`config.mk`:
```
export PLATFORM = sky130hd
export DESIGN_NAME = bmp_ctrl
export DESIGN_NICKNAME = d
export VERILOG_FILES = /design/src/design/bmp_pkg.sv /design/src/design/bmp_ctrl.sv
export SDC_FILE = /design/constraint.sdc
export NUM_CORES = 1
export LEC_CHECK = 0
export BUFFER_PORTS_ARGS = -buffer_cell sky130_fd_sc_hd__buf_2
export CORE_UTILIZATION = 39
export CTS_CLUSTER_DIAMETER = 200
export DETAILED_ROUTE_END_ITERATION = 10
export PLACE_DENSITY = 0.68
export SYNTH_ARGS = -nofsm -noshare
export SYNTH_HDL_FRONTEND = slang
export SYNTH_SLANG_ARGS = --single-unit
```
`constraint.sdc`:
```
create_clock -name i_clk -period 2.7 [get_ports i_clk]
set_input_delay 0.135 -clock i_clk [delete_from_list [all_inputs] [get_ports i_clk]]
set_output_delay 0.135 -clock i_clk [all_outputs]
set_load 0.005 [all_outputs]
```
`src/design/bmp_pkg.sv`:
```
package bmp_pkg;

    // field widths
    localparam int VAL_W     = 30;
    localparam int N_W       = 12;
    localparam int ST_W      = 2;
    localparam int PROD_W    = 2 * VAL_W;
    localparam int EXP_BITS  = 30;
    localparam int EXP_BIT_W = 5;

    localparam int DEFAULT_TABLE_DEPTH = 4096;

    // modulus and fermat exponent
    localparam logic [VAL_W-1:0] PRIME_MOD  = 30'd998244353;
    localparam logic [VAL_W-1:0] FERMAT_EXP = PRIME_MOD - 30'd2;

    // barrett reciprocal floor(2^60 / p) and the bound on the unreduced remainder
    localparam logic [30:0] BARRETT_MU    = 31'((64'd1 << PROD_W) / 64'(PRIME_MOD));
    localparam logic [31:0] BARRETT_LIMIT = 32'(PRIME_MOD) * 32'd3;

    typedef enum logic {
        OP_BUILD = 1'b0,
        OP_QUERY = 1'b1
    } t_op;

    typedef enum logic [ST_W-1:0] {
        ST_OK        = 2'd0,
        ST_NOT_BUILT = 2'd1,
        ST_K_GT_N    = 2'd2
    } t_status;

    typedef enum logic [1:0] {
        MS_ACC_IDX,
        MS_ACC_BASE,
        MS_BASE_BASE
    } t_mul_sel;

    typedef enum logic [4:0] {
        S_IDLE,
        S_DECODE,
        S_FACT_ISSUE,
        S_FACT_WAIT,
        S_EXP_INIT,
        S_EXP_TEST,
        S_EMUL_ISSUE,
        S_EMUL_WAIT,
        S_ESQR_ISSUE,
        S_ESQR_WAIT,
        S_INV_INIT,
        S_INV_ISSUE,
        S_INV_WAIT,
        S_Q_READ_A,
        S_Q_READ_B,
        S_Q_MUL1_ISSUE,
        S_Q_MUL1_WAIT,
        S_Q_MUL2_ISSUE,
        S_Q_MUL2_WAIT,
        S_FINISH
    } t_state;

    // controller to datapath
    typedef struct packed {
        logic     load_req;
        logic     decode;
        logic     build_init;
        logic     exp_init;
        logic     inv_init;
        logic     mul_start;
        t_mul_sel mul_sel;
        logic     acc_mul;
        logic     base_mul;
        logic     idx_inc;
        logic     idx_dec;
        logic     bit_inc;
        logic     fact_wr;
        logic     inv_wr;
        logic     q_read_a;
        logic     q_read_b;
        logic     q_cap_base;
        logic     set_value;
        logic     push_out;
    } t_cmd;

    // datapath to controller
    typedef struct packed {
        logic op_query;
        logic n_beyond;
        logic k_gt_n;
        logic req_top_zero;
        logic top_zero;
        logic idx_eq_top;
        logic idx_is_one;
        logic exp_bit;
        logic bit_last;
        logic mul_done;
        logic out_free;
    } t_sts;

endpackage

```
`src/design/bmp_ctrl.sv`:
```
module bmp_ctrl
    import bmp_pkg::*;
(
    input  logic i_clk,
    input  logic i_rst_n,
    input  logic i_in_valid,
    output logic o_in_ready,
    input  t_sts i_sts,
    output t_cmd o_cmd
);

    t_state r_state, n_state;

    always_ff @(posedge i_clk) begin
        if (!i_rst_n) begin
            r_state <= S_IDLE;
        end else begin
            r_state <= n_state;
        end
    end

    // next state
    always_comb begin
        n_state = r_state;
        unique case (r_state)
            S_IDLE: begin
                if (i_in_valid) begin
                    n_state = S_DECODE;
                end
            end
            S_DECODE: begin
                if (!i_sts.op_query) begin
                    n_state = i_sts.req_top_zero ? S_EXP_INIT : S_FACT_ISSUE;
                end else if (i_sts.n_beyond || i_sts.k_gt_n) begin
                    n_state = S_FINISH;
                end else begin
                    n_state = S_Q_READ_A;
                end
            end
            S_FACT_ISSUE: n_state = S_FACT_WAIT;
            S_FACT_WAIT: begin
                if (i_sts.mul_done) begin
                    n_state = i_sts.idx_eq_top ? S_EXP_INIT : S_FACT_ISSUE;
                end
            end
            S_EXP_INIT: n_state = S_EXP_TEST;
            S_EXP_TEST: n_state = i_sts.exp_bit ? S_EMUL_ISSUE : S_ESQR_ISSUE;
            S_EMUL_ISSUE: n_state = S_EMUL_WAIT;
            S_EMUL_WAIT: begin
                if (i_sts.mul_done) begin
                    n_state = S_ESQR_ISSUE;
                end
            end
            S_ESQR_ISSUE: n_state = S_ESQR_WAIT;
            S_ESQR_WAIT: begin
                if (i_sts.mul_done) begin
                    n_state = i_sts.bit_last ? S_INV_INIT : S_EXP_TEST;
                end
            end
            S_INV_INIT: n_state = i_sts.top_zero ? S_FINISH : S_INV_ISSUE;
            S_INV_ISSUE: n_state = S_INV_WAIT;
            S_INV_WAIT: begin
                if (i_sts.mul_done) begin
                    n_state = i_sts.idx_is_one ? S_FINISH : S_INV_ISSUE;
                end
            end
            S_Q_READ_A: n_state = S_Q_READ_B;
            S_Q_READ_B: n_state = S_Q_MUL1_ISSUE;
            S_Q_MUL1_ISSUE: n_state = S_Q_MUL1_WAIT;
            S_Q_MUL1_WAIT: begin
                if (i_sts.mul_done) begin
                    n_state = S_Q_MUL2_ISSUE;
                end
            end
            S_Q_MUL2_ISSUE: n_state = S_Q_MUL2_WAIT;
            S_Q_MUL2_WAIT: begin
                if (i_sts.mul_done) begin
                    n_state = S_FINISH;
                end
            end
            S_FINISH: begin
                if (i_sts.out_free) begin
                    n_state = S_IDLE;
                end
            end
            default: n_state = S_IDLE;
        endcase
    end

    // outputs
    always_comb begin
        o_cmd      = '0;
        o_cmd.mul_sel = MS_ACC_BASE;
        o_in_ready = 1'b0;
        unique case (r_state)
            S_IDLE: begin
                o_in_ready     = 1'b1;
                o_cmd.load_req = i_in_valid;
            end
            S_DECODE: begin
                o_cmd.decode     = 1'b1;
                o_cmd.build_init = !i_sts.op_query;
            end
            S_FACT_ISSUE: begin
                o_cmd.mul_start = 1'b1;
                o_cmd.mul_sel   = MS_ACC_IDX;
            end
            S_FACT_WAIT: begin
                o_cmd.acc_mul = i_sts.mul_done;
                o_cmd.fact_wr = i_sts.mul_done;
                o_cmd.idx_inc = i_sts.mul_done;
            end
            S_EXP_INIT: o_cmd.exp_init = 1'b1;
            S_EXP_TEST: ;
            S_EMUL_ISSUE: begin
                o_cmd.mul_start = 1'b1;
                o_cmd.mul_sel   = MS_ACC_BASE;
            end
            S_EMUL_WAIT: o_cmd.acc_mul = i_sts.mul_done;
            S_ESQR_ISSUE: begin
                o_cmd.mul_start = 1'b1;
                o_cmd.mul_sel   = MS_BASE_BASE;
            end
            S_ESQR_WAIT: begin
                o_cmd.base_mul = i_sts.mul_done;
                o_cmd.bit_inc  = i_sts.mul_done && !i_sts.bit_last;
            end
            S_INV_INIT: o_cmd.inv_init = 1'b1;
            S_INV_ISSUE: begin
                o_cmd.mul_start = 1'b1;
                o_cmd.mul_sel   = MS_ACC_IDX;
            end
            S_INV_WAIT: begin
                o_cmd.acc_mul = i_sts.mul_done;
                o_cmd.inv_wr  = i_sts.mul_done;
                o_cmd.idx_dec = i_sts.mul_done;
            end
            S_Q_READ_A: o_cmd.q_read_a = 1'b1;
            S_Q_READ_B: o_cmd.q_read_b = 1'b1;
            S_Q_MUL1_ISSUE: begin
                o_cmd.mul_start  = 1'b1;
                o_cmd.mul_sel    = MS_ACC_BASE;
                o_cmd.q_cap_base = 1'b1;
            end
            S_Q_MUL1_WAIT: o_cmd.acc_mul = i_sts.mul_done;
            S_Q_MUL2_ISSUE: begin
                o_cmd.mul_start = 1'b1;
                o_cmd.mul_sel   = MS_ACC_BASE;
            end
            S_Q_MUL2_WAIT: o_cmd.set_value = i_sts.mul_done;
            S_FINISH: o_cmd.push_out = i_sts.out_free;
            default: ;
        endcase
    end

endmodule

```
==> metrics <==
htree depth 1; initial antenna violation count 0; clock-pin slew on the worst setup and hold paths 0.04 ns; Yosys top cell area share 11.4%; port bufs 34; vias in the first global route 907; worst-margin pin slew 0.697 ns; Cells after Synth 126; Routed wire per std cell 13.5 um; ranking of synthesized cells by area dfxtp_1, buf_6, nor2_1, buf_4, nand2_1; # DRC 0; via/cell ratio 5.70; Multi-input gate area 642 um2; leakage 0.463 nW; clk_skew 0.000742 ns; worst-skew pair later-pin latency 0.23 ns; Crit. End Element output port; Cell Rows 16; cell taking the most area after synthesis dfxtp_1; FFs w/ async S/R, synth 0%; register area 100 um2; final wirelength 2430 um; Initial Util 42.9%; die area 2440 um2; Post-CTS Setup Bufs 0; TritonCTS clock tree done; fmax 482 MHz; Met2 Wirelength 1230 um; Clock Tree Buf Depth 2; TritonRoute pass-1 iters 4; pre-CTS WS 0.703 ns; RD Place Congestion 0.838; synth cell count leaders nor2_1, nand2_1, a21oi_1, nor3_1; Hold Vio Cnt, Final 0; ratio of final minimum period to clock period 76.8%; worst hold slack 0.178 ns; antenna cell count 0; TritonCTS Buffers 3; Slew headroom 53.5%; Top reg by flops r_state; Post-DP HPWL 1810 um; synthesized area 876 um2; Startpoint Class register; Hold Buf Count CTS 0; Pins Over Slew Limit 0; num ports 35; # setup viols final 0; status finished, final reports clean; clock tree sinks 5; Critical Path AT 1.94 ns; RSZ-0062 raised after global routing false; gr usage total 20.1%; highest metal used met3; fillers 217; TNS Setup 0 ns; Yosys warning count 0; peak supply drop 459 uV; share of the yosys chip area belonging to registers 11.4%; Vias 1026; core area 2040 um2; Largest regs r_state (5); WS Path Type register to output port; met3 WL post-DR 90 um; Final min period 2.07 ns; number of flops mapped to enable cells by yosys 0; count leader, synth nor2_1; Synth Register Bits 5; largest net degree at the start of global routing 24; Pwr Density 818 nW/um2; Post-DRT Antenna Nets 0; max FFs per register 5; min setup slack post-route 0.626 ns; overall power 0.826 mW; layout cell share with drive strength beyond 1 30.7%; Post-Syn Area per Cell 6.95 um2; Synth Net Count 140; Final nets 168; global route overflow 0; clock root cell clkbuf_4; Die X 49.4 um; Synth Flop Type dfxtp_1; Iter 0 DRT Violations 33; WP data required 2.57 ns; Max FO, Critical Path 23; Die Height 49.4 um; post-CTS sizing 0; Unique masters post-synth 46; Hold/Removal Path Class input pin to register; wl on met1 1100 um; Max Cap Viol 0; global-route wire length before repair 4000 um; Synth-to-Final Area Change 15.3%
## layout by cell type, fill, tap and decap left out, drive strengths merged, types with 3 or more instances in the layout
cell type / n
a21oi: 7
and2b: 3
and3: 4
and4bb: 3
buf: 36
clkbuf: 4
dfxtp: 5
inv: 6
nand2: 10
nand3: 3
nor2: 16
nor2b: 3
nor3: 7
nor3b: 4
nor4: 3
nor4b: 3
o21ai: 7
## metal layers
| metal | up-vias | global-route usage (%) |
|---|---|---|
| li1 | 511 | - |
| met4 | 0 | 3.33 |
| met2 | 19 | 34.5 |
| met1 | 496 | 27.5 |
| met3 | 0 | 1.56 |
| met5 | - | 0 |
## report_power, final
part | leakage [nW] | internal (mW) | switching (mW)
combinational | 0.407 | 0.248 | 0.281
clock | 0.0150 | 0.0556 | 0.0260
sequential | 0.0412 | 0.0999 | 0.116
total | 0.463 | 0.403 | 0.423
## metrics by stage
| stage | area (um2) | utilization, % | std cells |
|---|---|---|---|
| finish | 1010 | 49.4 | 180 |
| global route | 1010 | 49.4 | 180 |
| CTS | 1010 | 49.4 | 180 |
| detailed placement | 983 | 48.2 | 176 |
| global placement | 983 | 48.2 | 176 |
| floorplan | 876 | - | 126 |
## layout make-up
class,count,share of cell area (%)
repair buffers,36,18.3
well taps,27,3.35
inverters,6,2.23
clock buffers,4,2.60
flip-flops and latches,5,9.91
multi-input cells,102,63.6
## worst max-delay path, cell delays in order (launching register included)
cell,delay (ns)
dfxtp_1,0.76
nor3b_1,0.38
nor4b_1,0.37
buf_2,0.19
## final timing paths
path                            slack [ns]  depth (start not counted)        from         end
worst max-delay path                  0.63                          3  r_state[0]    o_cmd[9]
worst min-delay path                  0.18                          3     i_rst_n  r_state[3]
worst max register to register        0.68                          5  r_state[3]  r_state[0]
worst min register to register        0.74                          2  r_state[2]  r_state[2]
## cell families after synthesis
kind of cell | Yosys count | synth area share [%]
AO/OA/AOI/OAI | 32 | 26.0
buffers and inverters | 19 | 15.3
flip-flops | 5 | 11.4
multiplexers | 2 | 2.29
AND/OR/NAND/NOR | 68 | 45.0
Power figures use the tool's default switching activity.
